**config.mk**
```make
export PLATFORM = sky130hd
export DESIGN_NAME = keyed_set_table
export DESIGN_NICKNAME = d
export VERILOG_FILES = /design/src/hw/rtl/kst_pkg.sv /design/src/hw/rtl/kst_ram.sv /design/src/hw/rtl/kst_datapath.sv /design/src/hw/rtl/kst_ctrl.sv /design/src/hw/rtl/keyed_set_table.sv
export SDC_FILE = /design/constraint.sdc
export NUM_CORES = 1
export LEC_CHECK = 0
export ABC_CLOCK_PERIOD_IN_PS = 10300
export BUFFER_PORTS_ARGS = -buffer_cell sky130_fd_sc_hd__buf_2
export CORE_MARGIN = 2
export CORE_UTILIZATION = 45
export DETAILED_ROUTE_END_ITERATION = 12
export PLACE_DENSITY = 0.68
export SLEW_MARGIN = 25
export SYNTH_ARGS = -nofsm -noshare
export SYNTH_HDL_FRONTEND = slang
export SYNTH_SLANG_ARGS = --single-unit
```
**constraint.sdc**
```tcl
create_clock -name clk_i -period 10.3 [get_ports clk_i]
set_input_delay 2.06 -clock clk_i [delete_from_list [all_inputs] [get_ports clk_i]]
set_output_delay 2.06 -clock clk_i [all_outputs]
set_load 0.05 [all_outputs]
```
**src/hw/rtl/kst_pkg.sv**
```systemverilog
// ----------------------------------------------------------------------------
// kst_pkg
// Shared types and constants for the keyed set table.
// ----------------------------------------------------------------------------
package kst_pkg;

  localparam int unsigned CAPACITY = 16;
  localparam int unsigned ADDR_W   = $clog2(CAPACITY);
  localparam int unsigned CNT_W    = $clog2(CAPACITY + 1);

  localparam int unsigned MODE_W   = 2;
  localparam int unsigned KEY_W    = 32;
  localparam int unsigned HANDLE_W = 16;
  localparam int unsigned STATUS_W = 3;
  localparam int unsigned COUNT_W  = 5;
  localparam int unsigned ENTRY_W  = KEY_W + HANDLE_W;

  typedef enum logic [MODE_W-1:0] {
    MODE_ADD    = 2'd0,
    MODE_POP    = 2'd1,
    MODE_REMOVE = 2'd2,
    MODE_LOOKUP = 2'd3
  } mode_e;

  typedef enum logic [STATUS_W-1:0] {
    ST_OK        = 3'd0,
    ST_NOT_FOUND = 3'd1,
    ST_DUPLICATE = 3'd2,
    ST_FULL      = 3'd3,
    ST_EMPTY     = 3'd4
  } status_e;

  typedef enum logic [2:0] {
    S_IDLE,
    S_DISPATCH,
    S_SEARCH,
    S_POP_RD,
    S_POP_CAP,
    S_MOVE_RD,
    S_MOVE_WR,
    S_RESULT
  } state_e;

  // controller -> datapath
  typedef struct packed {
    logic    load;
    logic    search;
    logic    rd_last;
    logic    cap_hit;
    logic    cap_last;
    logic    wr_append;
    logic    wr_move;
    logic    cnt_inc;
    logic    cnt_dec;
    logic    st_we;
    status_e st;
    logic    out_load;
  } kst_cmd_t;

  // datapath -> controller
  typedef struct packed {
    mode_e mode;
    logic  match;
    logic  not_found;
    logic  cnt_zero;
    logic  cnt_full;
    logic  out_busy;
  } kst_stat_t;

endpackage

```
**src/hw/rtl/kst_ram.sv**
```systemverilog
// ----------------------------------------------------------------------------
// kst_ram
// Generic one-write, one-read RAM with registered read data.
// ----------------------------------------------------------------------------
module kst_ram #(
  parameter int unsigned WIDTH = 8,
  parameter int unsigned DEPTH = 16
) (
  input  logic                     clk_i,
  input  logic                     we_i,
  input  logic [$clog2(DEPTH)-1:0] waddr_i,
  input  logic [WIDTH-1:0]         wdata_i,
  input  logic [$clog2(DEPTH)-1:0] raddr_i,
  output logic [WIDTH-1:0]         rdata_o
);

  logic [WIDTH-1:0] mem [DEPTH];
  logic [WIDTH-1:0] rdata_q;

  always_ff @(posedge clk_i) begin
    if (we_i) begin
      mem[waddr_i] <= wdata_i;
    end
    rdata_q <= mem[raddr_i];
  end

  assign rdata_o = rdata_q;

endmodule

```
**src/hw/rtl/kst_datapath.sv**
```systemverilog
// ----------------------------------------------------------------------------
// kst_datapath
// Request registers, entry count, search pointer, entry RAM and result
// register.
// ----------------------------------------------------------------------------
module kst_datapath (
  input  logic                          clk_i,
  input  logic                          rst_ni,
  input  kst_pkg::kst_cmd_t             cmd_i,
  output kst_pkg::kst_stat_t            stat_o,
  input  logic [kst_pkg::MODE_W-1:0]    mode_i,
  input  logic [kst_pkg::KEY_W-1:0]     key_i,
  input  logic [kst_pkg::HANDLE_W-1:0]  handle_i,
  output logic                          out_valid_o,
  input  logic                          out_stall_i,
  output logic [kst_pkg::STATUS_W-1:0]  status_o,
  output logic [kst_pkg::HANDLE_W-1:0]  handle_out_o,
  output logic [kst_pkg::KEY_W-1:0]     key_out_o,
  output logic [kst_pkg::COUNT_W-1:0]   count_o,
  output logic                          empty_res_o
);
  import kst_pkg::*;

  mode_e               mode_q;
  logic [KEY_W-1:0]    key_q;
  logic [HANDLE_W-1:0] handle_q;
  status_e             status_q;
  logic [KEY_W-1:0]    hit_key_q;
  logic [HANDLE_W-1:0] hit_handle_q;
  logic [ADDR_W-1:0]   pos_q;
  logic [CNT_W-1:0]    count_q, count_d;
  logic [CNT_W-1:0]    idx_q;
  logic                cmp_valid_q;
  logic [ADDR_W-1:0]   cmp_idx_q;

  logic                out_valid_q;
  status_e             out_status_q;
  logic [KEY_W-1:0]    out_key_q;
  logic [HANDLE_W-1:0] out_handle_q;
  logic [CNT_W-1:0]    out_count_q;

  logic                issue;
  logic [ADDR_W-1:0]   last_addr;
  logic [ADDR_W-1:0]   raddr, waddr;
  logic [ENTRY_W-1:0]  wdata, rdata;
  logic                we;
  logic [KEY_W-1:0]    rd_key;
  logic [HANDLE_W-1:0] rd_handle;

  assign rd_key    = rdata[ENTRY_W-1 -: KEY_W];
  assign rd_handle = rdata[HANDLE_W-1:0];
  assign last_addr = ADDR_W'(count_q - CNT_W'(1));
  assign issue     = cmd_i.search && (idx_q < count_q);

  assign raddr = cmd_i.rd_last ? last_addr : idx_q[ADDR_W-1:0];
  assign we    = cmd_i.wr_append || cmd_i.wr_move;
  assign waddr = cmd_i.wr_move ? pos_q : count_q[ADDR_W-1:0];
  assign wdata = cmd_i.wr_move ? rdata : {key_q, handle_q};

  kst_ram #(
    .WIDTH(ENTRY_W),
    .DEPTH(CAPACITY)
  ) u_entries (
    .clk_i  (clk_i),
    .we_i   (we),
    .waddr_i(waddr),
    .wdata_i(wdata),
    .raddr_i(raddr),
    .rdata_o(rdata)
  );

  always_comb begin
    count_d = count_q;
    if (cmd_i.cnt_inc) begin
      count_d = count_q + CNT_W'(1);
    end else if (cmd_i.cnt_dec) begin
      count_d = count_q - CNT_W'(1);
    end
  end

  // control state
  always_ff @(posedge clk_i or negedge rst_ni) begin
    if (!rst_ni) begin
      count_q     <= '0;
      idx_q       <= '0;
      cmp_valid_q <= 1'b0;
      out_valid_q <= 1'b0;
    end else begin
      count_q <= count_d;
      if (cmd_i.load) begin
        idx_q       <= '0;
        cmp_valid_q <= 1'b0;
      end else begin
        cmp_valid_q <= issue;
        if (issue) begin
          idx_q <= idx_q + CNT_W'(1);
        end
      end
      if (cmd_i.out_load) begin
        out_valid_q <= 1'b1;
      end else if (!out_stall_i) begin
        out_valid_q <= 1'b0;
      end
    end
  end

  // payload
  always_ff @(posedge clk_i) begin
    cmp_idx_q <= idx_q[ADDR_W-1:0];
    if (cmd_i.load) begin
      mode_q       <= mode_e'(mode_i);
      key_q        <= key_i;
      handle_q     <= handle_i;
      status_q     <= ST_OK;
      hit_key_q    <= '0;
      hit_handle_q <= '0;
    end else begin
      if (cmd_i.st_we) begin
        status_q <= cmd_i.st;
      end
      if (cmd_i.cap_hit || cmd_i.cap_last) begin
        hit_key_q    <= rd_key;
        hit_handle_q <= rd_handle;
      end
      if (cmd_i.cap_hit) begin
        pos_q <= cmp_idx_q;
      end
    end
    if (cmd_i.out_load) begin
      out_status_q <= status_q;
      out_key_q    <= hit_key_q;
      out_handle_q <= hit_handle_q;
      out_count_q  <= count_q;
    end
  end

  // search exhausted: pointer past the count and no compare pending
  assign stat_o.mode      = mode_q;
  assign stat_o.match     = cmp_valid_q && (rd_key == key_q);
  assign stat_o.not_found = !cmp_valid_q && (idx_q >= count_q);
  assign stat_o.cnt_zero  = (count_q == '0);
  assign stat_o.cnt_full  = (count_q == CNT_W'(CAPACITY));
  assign stat_o.out_busy  = out_valid_q && out_stall_i;

  assign out_valid_o  = out_valid_q;
  assign status_o     = out_status_q;
  assign key_out_o    = out_key_q;
  assign handle_out_o = out_handle_q;
  assign count_o      = COUNT_W'(out_count_q);
  assign empty_res_o  = (out_count_q == '0);

endmodule

```
**src/hw/rtl/kst_ctrl.sv**
```systemverilog
// ----------------------------------------------------------------------------
// kst_ctrl
// Request sequencer: dispatch, key search, pop, swap-remove, result.
// ----------------------------------------------------------------------------
module kst_ctrl (
  input  logic                clk_i,
  input  logic                rst_ni,
  input  logic                in_valid_i,
  output logic                in_stall_o,
  input  kst_pkg::kst_stat_t  stat_i,
  output kst_pkg::kst_cmd_t   cmd_o
);
  import kst_pkg::*;

  state_e state_q, state_d;

  always_ff @(posedge clk_i or negedge rst_ni) begin
    if (!rst_ni) begin
      state_q <= S_IDLE;
    end else begin
      state_q <= state_d;
    end
  end

  always_comb begin
    state_d    = state_q;
    cmd_o      = '0;
    cmd_o.st   = ST_OK;
    in_stall_o = (state_q != S_IDLE);
    case (state_q)
      S_IDLE: begin
        if (in_valid_i) begin
          cmd_o.load = 1'b1;
          state_d    = S_DISPATCH;
        end
      end
      S_DISPATCH: begin
        if (stat_i.mode == MODE_POP) begin
          if (stat_i.cnt_zero) begin
            cmd_o.st_we = 1'b1;
            cmd_o.st    = ST_EMPTY;
            state_d     = S_RESULT;
          end else begin
            state_d = S_POP_RD;
          end
        end else begin
          state_d = S_SEARCH;
        end
      end
      S_SEARCH: begin
        cmd_o.search = 1'b1;
        if (stat_i.match) begin
          if (stat_i.mode == MODE_ADD) begin
            cmd_o.st_we = 1'b1;
            cmd_o.st    = ST_DUPLICATE;
            state_d     = S_RESULT;
          end else begin
            cmd_o.cap_hit = 1'b1;
            state_d = (stat_i.mode == MODE_REMOVE) ? S_MOVE_RD : S_RESULT;
          end
        end else if (stat_i.not_found) begin
          if (stat_i.mode == MODE_ADD) begin
            if (stat_i.cnt_full) begin
              cmd_o.st_we = 1'b1;
              cmd_o.st    = ST_FULL;
            end else begin
              cmd_o.wr_append = 1'b1;
              cmd_o.cnt_inc   = 1'b1;
            end
          end else begin
            cmd_o.st_we = 1'b1;
            cmd_o.st    = ST_NOT_FOUND;
          end
          state_d = S_RESULT;
        end
      end
      S_POP_RD: begin
        cmd_o.rd_last = 1'b1;
        state_d       = S_POP_CAP;
      end
      S_POP_CAP: begin
        cmd_o.cap_last = 1'b1;
        cmd_o.cnt_dec  = 1'b1;
        state_d        = S_RESULT;
      end
      S_MOVE_RD: begin
        cmd_o.rd_last = 1'b1;
        state_d       = S_MOVE_WR;
      end
      S_MOVE_WR: begin
        // last entry fills the hole; harmless when the hole is the last slot
        cmd_o.wr_move = 1'b1;
        cmd_o.cnt_dec = 1'b1;
        state_d       = S_RESULT;
      end
      S_RESULT: begin
        if (!stat_i.out_busy) begin
          cmd_o.out_load = 1'b1;
          state_d        = S_IDLE;
        end
      end
      default: begin
        state_d = S_IDLE;
      end
    endcase
  end

endmodule

```
**src/hw/rtl/keyed_set_table.sv**
```systemverilog
// Search: add, remove and lookup scan the entries with a pipelined linear
//   search, one entry per cycle; pop reads the last entry without a search, or reports an empty set.
// Throughput: one item at a time; the next item is accepted the cycle after
//   the result is loaded, even while that result still waits downstream.
// Reset: rst_ni clears the controller, the entry count and the result valid;
//   entry storage is not cleared, entries past the count are never read.
// ----------------------------------------------------------------------------
// keyed_set_table
// Fixed-capacity unordered set of key/handle entries with add, pop,
// swap-remove and lookup requests. A sequencer drives a datapath built
// around a single 1R1W entry RAM.
// ----------------------------------------------------------------------------
module keyed_set_table (
  input  logic                                clk_i,
  input  logic                                rst_ni,
  // request channel
  input  logic                                in_valid_i,
  output logic                                in_stall_o,
  input  logic [kst_pkg::MODE_W-1:0]          mode_i,
  input  logic signed [kst_pkg::KEY_W-1:0]    key_i,
  input  logic [kst_pkg::HANDLE_W-1:0]        handle_i,
  // result channel
  output logic                                out_valid_o,
  input  logic                                out_stall_i,
  output logic [kst_pkg::STATUS_W-1:0]        status_o,
  output logic [kst_pkg::HANDLE_W-1:0]        handle_out_o,
  output logic signed [kst_pkg::KEY_W-1:0]    key_out_o,
  output logic [kst_pkg::COUNT_W-1:0]         count_o,
  output logic                                empty_res_o
);
  import kst_pkg::*;

  kst_cmd_t  cmd;
  kst_stat_t stat;

  // Sequencer: one state per phase of a request. The search state keeps
  // one RAM read in flight and compares the previous entry's key.
  kst_ctrl u_ctrl (
    .clk_i     (clk_i),
    .rst_ni    (rst_ni),
    .in_valid_i(in_valid_i),
    .in_stall_o(in_stall_o),
    .stat_i    (stat),
    .cmd_o     (cmd)
  );

  // Datapath: request latch, count, search pointer, entry RAM and the
  // output register that decouples the result from the next request.
  kst_datapath u_dp (
    .clk_i       (clk_i),
    .rst_ni      (rst_ni),
    .cmd_i       (cmd),
    .stat_o      (stat),
    .mode_i      (mode_i),
    .key_i       (key_i),
    .handle_i    (handle_i),
    .out_valid_o (out_valid_o),
    .out_stall_i (out_stall_i),
    .status_o    (status_o),
    .handle_out_o(handle_out_o),
    .key_out_o   (key_out_o),
    .count_o     (count_o),
    .empty_res_o (empty_res_o)
  );

`ifndef SYNTH
  // once an item is taken, no second one until its result is loaded
  assert property (@(posedge clk_i) disable iff (!rst_ni)
    (in_valid_i && !in_stall_o) |=> in_stall_o)
    else $error("request accepted while another is in flight");

  // reported count never exceeds capacity
  assert property (@(posedge clk_i) disable iff (!rst_ni)
    out_valid_o |-> (count_o <= COUNT_W'(CAPACITY)))
    else $error("count above capacity");

  // an empty status comes only with an empty set and zero payload
  assert property (@(posedge clk_i) disable iff (!rst_ni)
    (out_valid_o && status_o == ST_EMPTY) |->
      (empty_res_o && key_out_o == '0 && handle_out_o == '0))
    else $error("empty status with non-empty result");

  // a full status only when the set holds capacity entries
  assert property (@(posedge clk_i) disable iff (!rst_ni)
    (out_valid_o && status_o == ST_FULL) |-> (count_o == COUNT_W'(CAPACITY)))
    else $error("full status below capacity");
`endif

endmodule
```
Word-level counts from Yosys, hierarchy flattened
Memory sizes are Yosys's and may differ from the RTL's. A register that Yosys moved wholly into a read port is not among the register bits. Index checks and enable logic that the tools add are counted.

Register bits: 180. Bits in latches: 0. RAM bits: 768. ROM bits: 0. Bits of input ports: 54. Output and inout bits: 59. Word-level logic and storage cells: 103. Memories kept: 1.

Memories: u_dp.u_entries.mem (words 16, width 48, read ports 1, clocked after memory_dff 1, wr ports 1, line kst_ram.sv:17) `logic [WIDTH-1:0] mem [DEPTH];`.

$add $sub $neg: 3. Multiply operators: 0. Divide/modulo/power cells: 0. $lt $le $gt $ge: 2. Equality and inequality tests: 15. Shift-type cells: 0. Muxes and demuxes: 46. Bitwise gates (word level): 1. Reductions and logical operators: 18.

Operator list (count): $mux 48 (1); $mux 4 (9); $eq 32x32->1 (1); $mux 1 (22); $mux 3 (7); $pmux 3 s7 (1); $mux 5 (4); $eq 3x3->1 const B (4); $add 5x1->5 const B (2); $logic_not 5->1 (2); $pmux 4 s2 (1); $eq 3x2->1 const B (2); $eq 5x5->1 const B (1); $ge 5x5->1 (1); $lt 5x5->1 (1); $sub 5x1->5 const B (1); $logic_and 1x1->1 (4); $ne 2x2->1 const B (2); $reduce_bool 2->1 (2); $reduce_or 2->1 (2); $eq 3x1->1 const B (1); $logic_not 3->1 (1); $ne 3x3->1 const B (1); $reduce_and 3->1 (1); 10 further kinds (11).

Depth between registers and ports, before layout
Gate-level depths: netlist of run 1.

Word-level depth: 9. Mapped depth: 10. Depth with buffers taken out: 8.

Modules after synthesis
Synthesis of run 1 repeated with hierarchy kept, for this count alone.

Cell total of the unflattened synthesis: 1822. Area, all modules: 36959.2 um^2.

Modules (own cells, without submodules): kst_ram (times used 1, cells an instance 1242, area each 29691.0 um^2, seq. area each 24023.0 um^2); kst_datapath (times used 1, cells an instance 532, area each 6909.1 um^2, seq. area each 4704.5 um^2); kst_ctrl (times used 1, cells an instance 48, area each 359.1 um^2, seq. area each 75.1 um^2).

Least setup slack after synthesis of run 1
No wires, ideal clock.

Kind: in2reg. Start point: input out_stall_i. End point: register u_dp.out_count_q[0] (netlist: u_dp.count_o[0]), enable pin. Library setup time: 0.490 ns. Arrival: 4.845 ns. Data required time: 9.810 ns. Path slack: 4.965 ns. Stages: 1. Buffers on the path: 0. Path through: a21oi_1.

Longest elaborated chain between the ends: 3.

Ends and longest elaborated chain: from (decl) (line keyed_set_table.sv:24) `input logic out_stall_i,`; $logic_and 1x1->1 (line kst_datapath.sv:143) `assign stat_o.out_busy = out_valid_q && out_stall_i;`; $mux 1 (line kst_ctrl.sv:97) `if (!stat_i.out_busy) begin`; $mux 1 (line kst_ctrl.sv:30) `case (state_q)`; to (signal assigned) (line kst_datapath.sv:133) `out_count_q <= count_q;`; to (decl) (line kst_datapath.sv:40) `logic [CNT_W-1:0] out_count_q;`.

No other way between the ends. A chain may end at the register's enable or synchronous reset.

Worst setup path after layout of run 1
Start point: register u_dp.count_q[0]. End point: register u_dp.u_entries.rdata_q[4] (netlist: u_dp.u_entries.rdata_o[4]) (read register of u_dp.u_entries.mem).

Longest elaborated chain between the ends: 2.

Ends and longest elaborated chain: from (decl) (line kst_datapath.sv:31) `logic [CNT_W-1:0] count_q, count_d;`; from (signal assigned) (line kst_datapath.sv:89) `count_q <= count_d;`; $sub 5x1->5; $mux 4 (line kst_datapath.sv:55) `assign raddr = cmd_i.rd_last ? last_addr : idx_q[ADDR_W-1:0];`; to (decl) (line kst_ram.sv:18) `logic [WIDTH-1:0] rdata_q;`.

No other way between the ends.

==> results.md, run 1 <==
* Area growth syn-to-layout at 11.9%
* Row cnt at about 110
* Routed WL per cell at 26.9 um
* Combinational share of power at 0.366
* DRC Markers at 0
* Setup TNS at 0 ns
* Initial antenna violation count at 9
* Fraction of layout cells with a size suffix above 1 at 0.145
* Seq/Total Area, Yosys at 0.740
* Clock tree from TritonCTS: built
* Synth area leader: edfxtp_1
* Max Cap Violations at 0
* Synth Net Count at 2455
* Final hold slack at 0.409 ns
* Sequential share of power at 0.399
* Htree depth at 3
* Tmin final at 5.09 ns
* CP Launch Type: flip-flop
* First-pass DRT Iterations at 5
* Async SR Flop Fraction at 0.0151
* Post-synthesis mux area share at 0.0646
* Root Buffer: clkbuf_16
* Drt total wl at 98.9 mm
* Max Buffers Root-to-Sink at 3
* DRT antenna net count at 0
* Reported net switching power at between 5 and 6 mW
* CTS buffer count at 94
* Worst-margin pin slew at 1.13 ns
* Worst hold path type: reg -> reg
* Outcome: completed
* DR vias at 22400
* Die ar. at 88900 sq um
* Crit-path max cell delay at 0.64 ns
* Num Clock Sinks at 996
* Clock share of power at 0.235
* Reg clk slew, reported paths at 0.07 ns
* Vias per cell at 6.08
* CTS-repair resized insts at 0
* Setup-failing EPs final at 0
* Largest family of logic cells by synthesized area: compound AO/OA/AOI/OAI gates
* Io pins at 113
* Global Route Usage Sum at 0.218
* Synth Area in Simple Gates at 0.0272
* Relative slew slack at 0.245
* Final Skew at a little over 0.03 ns
* Final Hold Viols at 0
* Vias in the first global route at 21800
* Ratio of final minimum period to clock period at 0.495
* # nets final at between 2000 and 3000
* Hold_buf cts at 0
* Syn Inst Count at 2392
* Total gr overflow at 0
* Top cell type's share of synthesized area at 0.677
* R2R setup slack at 5.21 ns
* Peak Freq at 196 MHz
* Int Pwr at 8.86 mW
* Iter 0 DRT Violations at approximately 2600
* Library cells used by synthesis at between 50 and 60
* Hpwl dp at about 48 mm
* Largest net degree at the start of global routing at between 200 and 250
* Adder-Cell Fraction of Synth Area at 0.00289
* Primary FF master, synth: edfxtp_1
* Area contributors post-synth: edfxtp_1, a211oi_1, dfxtp_1, mux2i_1, a21boi_0
* Register bit total from synthesis at 996
* Final slew viol count at 0
* Number of synthesized flops with an enable pin at 878
* Max FO, Critical Path at about 130
* Leading cell types in the layout, fill and taps excluded: edfxtp_1, a211oi_1, mux2i_1
* Die X-Extent at 298 um
* Net Sw Frac at 0.380
* Core area at between 80000 and 90000 sq um
* Worst setup EP type: flip-flop
* Leakage at 14.2 nW
* Synthesized area at 38900 sq um
* Post-synthesis xor/xnor area fraction at 0.00926
* Port Buffers at 112
* Crit-path cells: inv_1 -> ha_1 -> inv_1 -> nand3_4 -> buf_12 -> nand2_4 -> buf_12 -> mux2i_1 -> a211oi_1 -> or4_1
* Commonest non-fill, non-tap cell in the layout: edfxtp_1
* Global-route wire length before repair at 145 mm
* Worst VDD drop at 0.371 mV
* Synth Warn # at 0
* Worst skew pair latency at about 0.65 ns
* Synth Area in Compound Gates at 0.131
* WP data arrival at 5.59 ns
* Crit Path Class: reg -> reg
* Buffer count from post-CTS setup fixing at 0
* Routability congestion estimate at 0.840
* Die Ht at 298 um
* Post-Syn Area per Cell at 16.3 sq um
* Slowest CP cell: nand2_4
* RSZ-0062 raised after global routing: no
* WP data required at 10.79 ns
* Initial Util at 0.456
* Power per cell area at approximately 330 nW/um^2
logic make-up after synthesis:
family / count (synthesis)
compound gates: 714
mux: 244
fa+ha+maj: 9
flops: 996
simple gates: 188
buf+inv: 202
xor+xnor: 39
layout make-up:
class                      count  area, sq um
timing repair buffer         149          903
clock inverter                49          379
sequential                   996        28800
inverter                      18         70.1
fill                        6938        41900
tap                         1144         1430
multi-input combinational   1194         9360
antenna                        3         7.51
clock buffer                 127         2590
registers in the layout, summed over array words and instances, names as in the netlist:
name	flops
u_ctrl.state_q	3
u_dp.cmp_idx_q	4
u_dp.cmp_valid_q	1
u_dp.count_o	5
u_dp.count_q	5
u_dp.handle_out_o	16
u_dp.handle_q	16
u_dp.hit_handle_q	16
u_dp.hit_key_q	32
u_dp.idx_q	5
u_dp.key_out_o	32
u_dp.key_q	32
u_dp.mode_q	2
u_dp.out_valid_o	1
u_dp.pos_q	4
u_dp.status_o	3
u_dp.status_q	3
u_dp.u_entries.mem	768
u_dp.u_entries.rdata_o	48
per-stage QoR:
step | instance area (sq um) | setup slack, ns | total power, mW | utilization | std cells
finish | 43500 | 5.21 | 14.3 | 0.510 | 3680
global route | 43500 | 4.91 | 14.9 | 0.510 | 3678
CTS | 43500 | 5.17 | 14.3 | 0.509 | 3676
detailed placement | 40500 | 5.21 | 11.0 | 0.475 | 3500
global placement | 40500 | 5.31 | 10.8 | 0.475 | 3500
floorplan | 38900 | 4.97 | 9.44 | - | 2392
cell usage after synthesis, types with 4 or more instances:
cell and n:
nand2_1 27, mux2_2 48, a31oi_1 8, mux2i_1 195, or4_1 51, nor4_1 7, clkbuf_1 73, a21boi_0 182
nor3_1 6, buf_6 4, edfxtp_1 878, a211oi_1 386, xor2_1 24, dfrtp_1 15, a21boi_1 10, ha_1 9
a21oi_1 52, nor2_1 25, buf_4 17, nor2b_1 5, dfxtp_1 103, xnor2_1 14, buf_2 77, buf_1 9
o21ai_1 9, o21ai_0 45, nand3_1 51, nand4_1 5, inv_1 16
worst paths after layout:
kind / startpoint / cells after the start / end
max: u_dp.count_q[0]$_DFFE_PN0P_ / 10 / u_dp.u_entries.rdata_o[4]$_DFF_P_
min: u_dp.cmp_idx_q[3]$_DFF_P_ / 0 / u_dp.pos_q[3]$_DFFE_PP_
max reg2reg: u_dp.count_q[0]$_DFFE_PN0P_ / 10 / u_dp.u_entries.rdata_o[4]$_DFF_P_
min reg2reg: u_dp.cmp_idx_q[3]$_DFF_P_ / 0 / u_dp.pos_q[3]$_DFFE_PP_
max in group asynchronous: rst_ni / 1 / u_dp.cmp_valid_q$_DFF_PN0_
min in group asynchronous: rst_ni / 1 / u_dp.count_q[1]$_DFFE_PN0P_
routing by layer:
metal	vias up	part of all wire	global-route usage
met5	-	0.00073	0
met4	12	0.028	0.0727
met3	192	0.084	0.0360
met2	1062	0.47	0.346
met1	11400	0.42	0.305
li1	9719	-	-
critical path, delay by kind of cell, from the launching register on:
family	cells	cell delay, ns
AND/OR/NAND/NOR	3	1.84
adder cells (fa/ha/maj)	1	0.37
buffers and inverters	4	1.49
multiplexers	1	0.29
flip-flops	1	0.52
AO/OA/AOI/OAI	1	0.10
power groups by stage:
| stage | clock, mW | combinational, mW | sequential [mW] |
|---|---|---|---|
| after floorplan | 0 | 3.49 | 5.95 |
| after global placement | 0 | 5.06 | 5.77 |
| after detailed placement | 0 | 5.19 | 5.79 |
| after CTS | 3.39 | 5.21 | 5.71 |
| after global routing | 3.54 | 5.62 | 5.76 |
| final | 3.35 | 5.23 | 5.71 |
No activity file was read; power rests on OpenSTA's default activity.
==> run 2, diff against run 1 <==
ABC_CLOCK_PERIOD_IN_PS = 5250   (was 10300)
clock period = 5.25 ns   (was 10.3 ns; I/O delays follow)
==> run 2 against run 1 <==
Core utilization is 0.75 points higher. Clock power up 120%. Cell area is 1.5% higher.
==> results.md, run 2 (synthesis results as in run 1) <==
* Worst path depth at 8 (-2)
* Total gr overflow at 0 (unchanged)
* Num Clock Sinks at 996 (unchanged)
* Biggest register: u_dp.u_entries.mem
* Diode count at 0 (-3)
* Crit path buffers/inverters at 2 (-2)
* Worst-margin pin slew at 1.08 ns (-0.0488 ns)
* Vias per cell at 6.04 (-0.62%)
* Worst setup EP type: flip-flop
* Routed WL per cell at 26.2 um (-2.5%)
* Crit Path Class: reg -> reg
* WP data required at 5.52 ns (-5.27 ns)
* Largest register FFs at 768 (unchanged)
* Final slew viol count at 0 (unchanged)
* Final Skew at 0.0256 ns (-0.00555 ns)
* Die Ht at 298 um (unchanged)
* WP data arrival at 4.47 ns (-1.12 ns)
* Fraction of layout cells with a size suffix above 1 at 0.155 (+0.0101)
* Crit-path max cell delay at 0.77 ns (+0.13 ns)
* DR vias at 22300 (-0.46%)
* Worst hold path type: in -> async
* # nets final at 2523 (+0.28%)
* Worst skew pair latency at 0.66 ns (about the same)
* Global Route Usage Sum at 0.213 (-0.00455)
* Iter 0 DRT Violations at 2559 (+0.039%)
* Routability congestion estimate at 0.842 (+0.24%)
* Die ar. at 88900 sq um (unchanged)
* Worst VDD drop at 0.692 mV (+87%)
* Crit path max-delay family: compound AO/OA/AOI/OAI gates
* RSZ-0062 raised after global routing: no
* Power per cell area at 655 nW/um^2 (+100%)
* DRC Markers at 0 (unchanged)
* Reg clk slew, reported paths at 0.06 ns (about the same)
* Buffer count from post-CTS setup fixing at 0 (unchanged)
* Max Buffers Root-to-Sink at 3 (unchanged)
* First-pass DRT Iterations at 6 (+1)
* Final hold slack at 0.309 ns (-0.100 ns)
* Leading cell types in the layout, fill and taps excluded: edfxtp_1, a211oi_1, mux2i_1
* Peak Freq at 238 MHz (+21%)
* Tmin final at 4.20 ns (-0.893 ns)
* CTS-repair resized insts at 0 (unchanged)
* Htree depth at 3 (unchanged)
* Hpwl dp at 50.0 mm (+4.8%)
* Row cnt at 107 (unchanged)
* Final Hold Viols at 0 (unchanged)
* Hold_buf cts at 0 (unchanged)
* Leakage at 14.4 nW (+1.8%)
* Port Buffers at 112 (unchanged)
* Initial Util at 0.456 (unchanged)
* Vias in the first global route at 22000 (+0.88%)
* Die X-Extent at 298 um (unchanged)
* Core area at 85400 sq um (unchanged)
* CTS buffer count at 95 (+1.1%)
* R2R setup slack at 1.05 ns (-4.16 ns)
* Root Buffer: clkbuf_16
* Drt total wl at 96.6 mm (-2.3%)
* Relative slew slack at 0.278 (+0.0325)
* Global-route wire length before repair at 143 mm (-1.2%)
* Setup TNS at 0 ns (unchanged)
* Crit-path cells: inv_1 -> ha_1 -> nand4_1 -> a21o_1 -> a2111oi_2 -> a31oi_1 -> nor2_4 -> buf_4
* Ratio of final minimum period to clock period at 0.800 (+0.306)
* Largest net degree at the start of global routing at 177 (-25%)
* Register-to-Register Path Depth at 8 (-2)
* Io pins at 113 (unchanged)
* Slowest CP cell: a2111oi_2
* Setup-failing EPs final at 0 (unchanged)
* CP Launch Type: flip-flop
* Outcome: completed
* Commonest non-fill, non-tap cell in the layout: edfxtp_1
* Initial antenna violation count at 0 (-9)
* Max Cap Violations at 0 (unchanged)
* DRT antenna net count at 0 (unchanged)
* Clock tree from TritonCTS: built
* Area growth syn-to-layout at 13.5%
* Max FO, Critical Path at 35 (-72%)
==> run 2: cell types whose count changed in the layout (fill, tap and decap cells not counted), sizes merged <==
cell / before / now
inv: 20 / 21
clkinvlp: 1 / 9
buf: 149 / 155
clkbuf: 127 / 130
clkinv: 41 / 22
diode: 3 / 0
bufinv: 5 / 15
==> run 2: path summary, 6_finish.rpt <==
kind                                                  start                                  end
worst max register to register  u_dp.count_q[2]$_DFFE_PN0P_  u_dp.u_entries.mem[9][29]$_DFFE_PP_
worst max-delay path            u_dp.count_q[2]$_DFFE_PN0P_  u_dp.u_entries.mem[9][29]$_DFFE_PP_
worst min-delay path                                 rst_ni        u_ctrl.state_q[2]$_DFFE_PN0P_
worst min register to register    u_dp.cmp_idx_q[2]$_DFF_P_              u_dp.pos_q[2]$_DFFE_PP_
min in group clk_i                u_dp.cmp_idx_q[2]$_DFF_P_              u_dp.pos_q[2]$_DFFE_PP_
max in group asynchronous                            rst_ni          u_dp.count_q[3]$_DFFE_PN0P_
==> run 2: report_power, final <==
group	switching [mW]	total (mW)	leakage (nW)	internal, mW
clock network	2.90	7.28	1.64	4.38
registers	0.664	11.2	8.99	10.6
logic	7.31	10.4	3.78	3.12
total	10.9	29.0	14.4	18.1
==> run 2: final cells by class <==
| cell class | count | area [sq um] |
|---|---|---|
| Timing Repair Buffer | 155 | 1120 |
| Sequential cell | 996 | 28800 |
| Tap cell | 1144 | 1430 |
| Inverter | 18 | 70.1 |
| Clock inverter | 49 | 671 |
| Clock buffer | 130 | 2720 |
| Fill cell | 6840 | 41200 |
| Multi-Input combinational cell | 1194 | 9360 |
==> run 2: layer usage <==
| metal | global-route usage | up-vias | routed length [um] |
|---|---|---|---|
| li1 | - | 9737 | - |
| met2 | 0.339 | 999 | 45700 |
| met5 | 0 | - | 0 |
| met3 | 0.0330 | 135 | 7970 |
| met4 | 0.0768 | 0 | 2670 |
| met1 | 0.298 | 11400 | 40300 |
==> run 2: through the flow <==
stage	power [mW]	setup WS, ns	util	instance area [sq um]	instances
2_1_floorplan	18.5	0.594	-	38900	2392
3_3_place_gp	21.5	1.22	0.477	40800	3507
3_5_place_dp	21.7	1.12	0.478	40800	3507
4_1_cts	29.0	1.10	0.517	44200	3686
5_1_grt	30.2	0.831	0.517	44200	3686
6_report	29.0	1.05	0.517	44200	3686
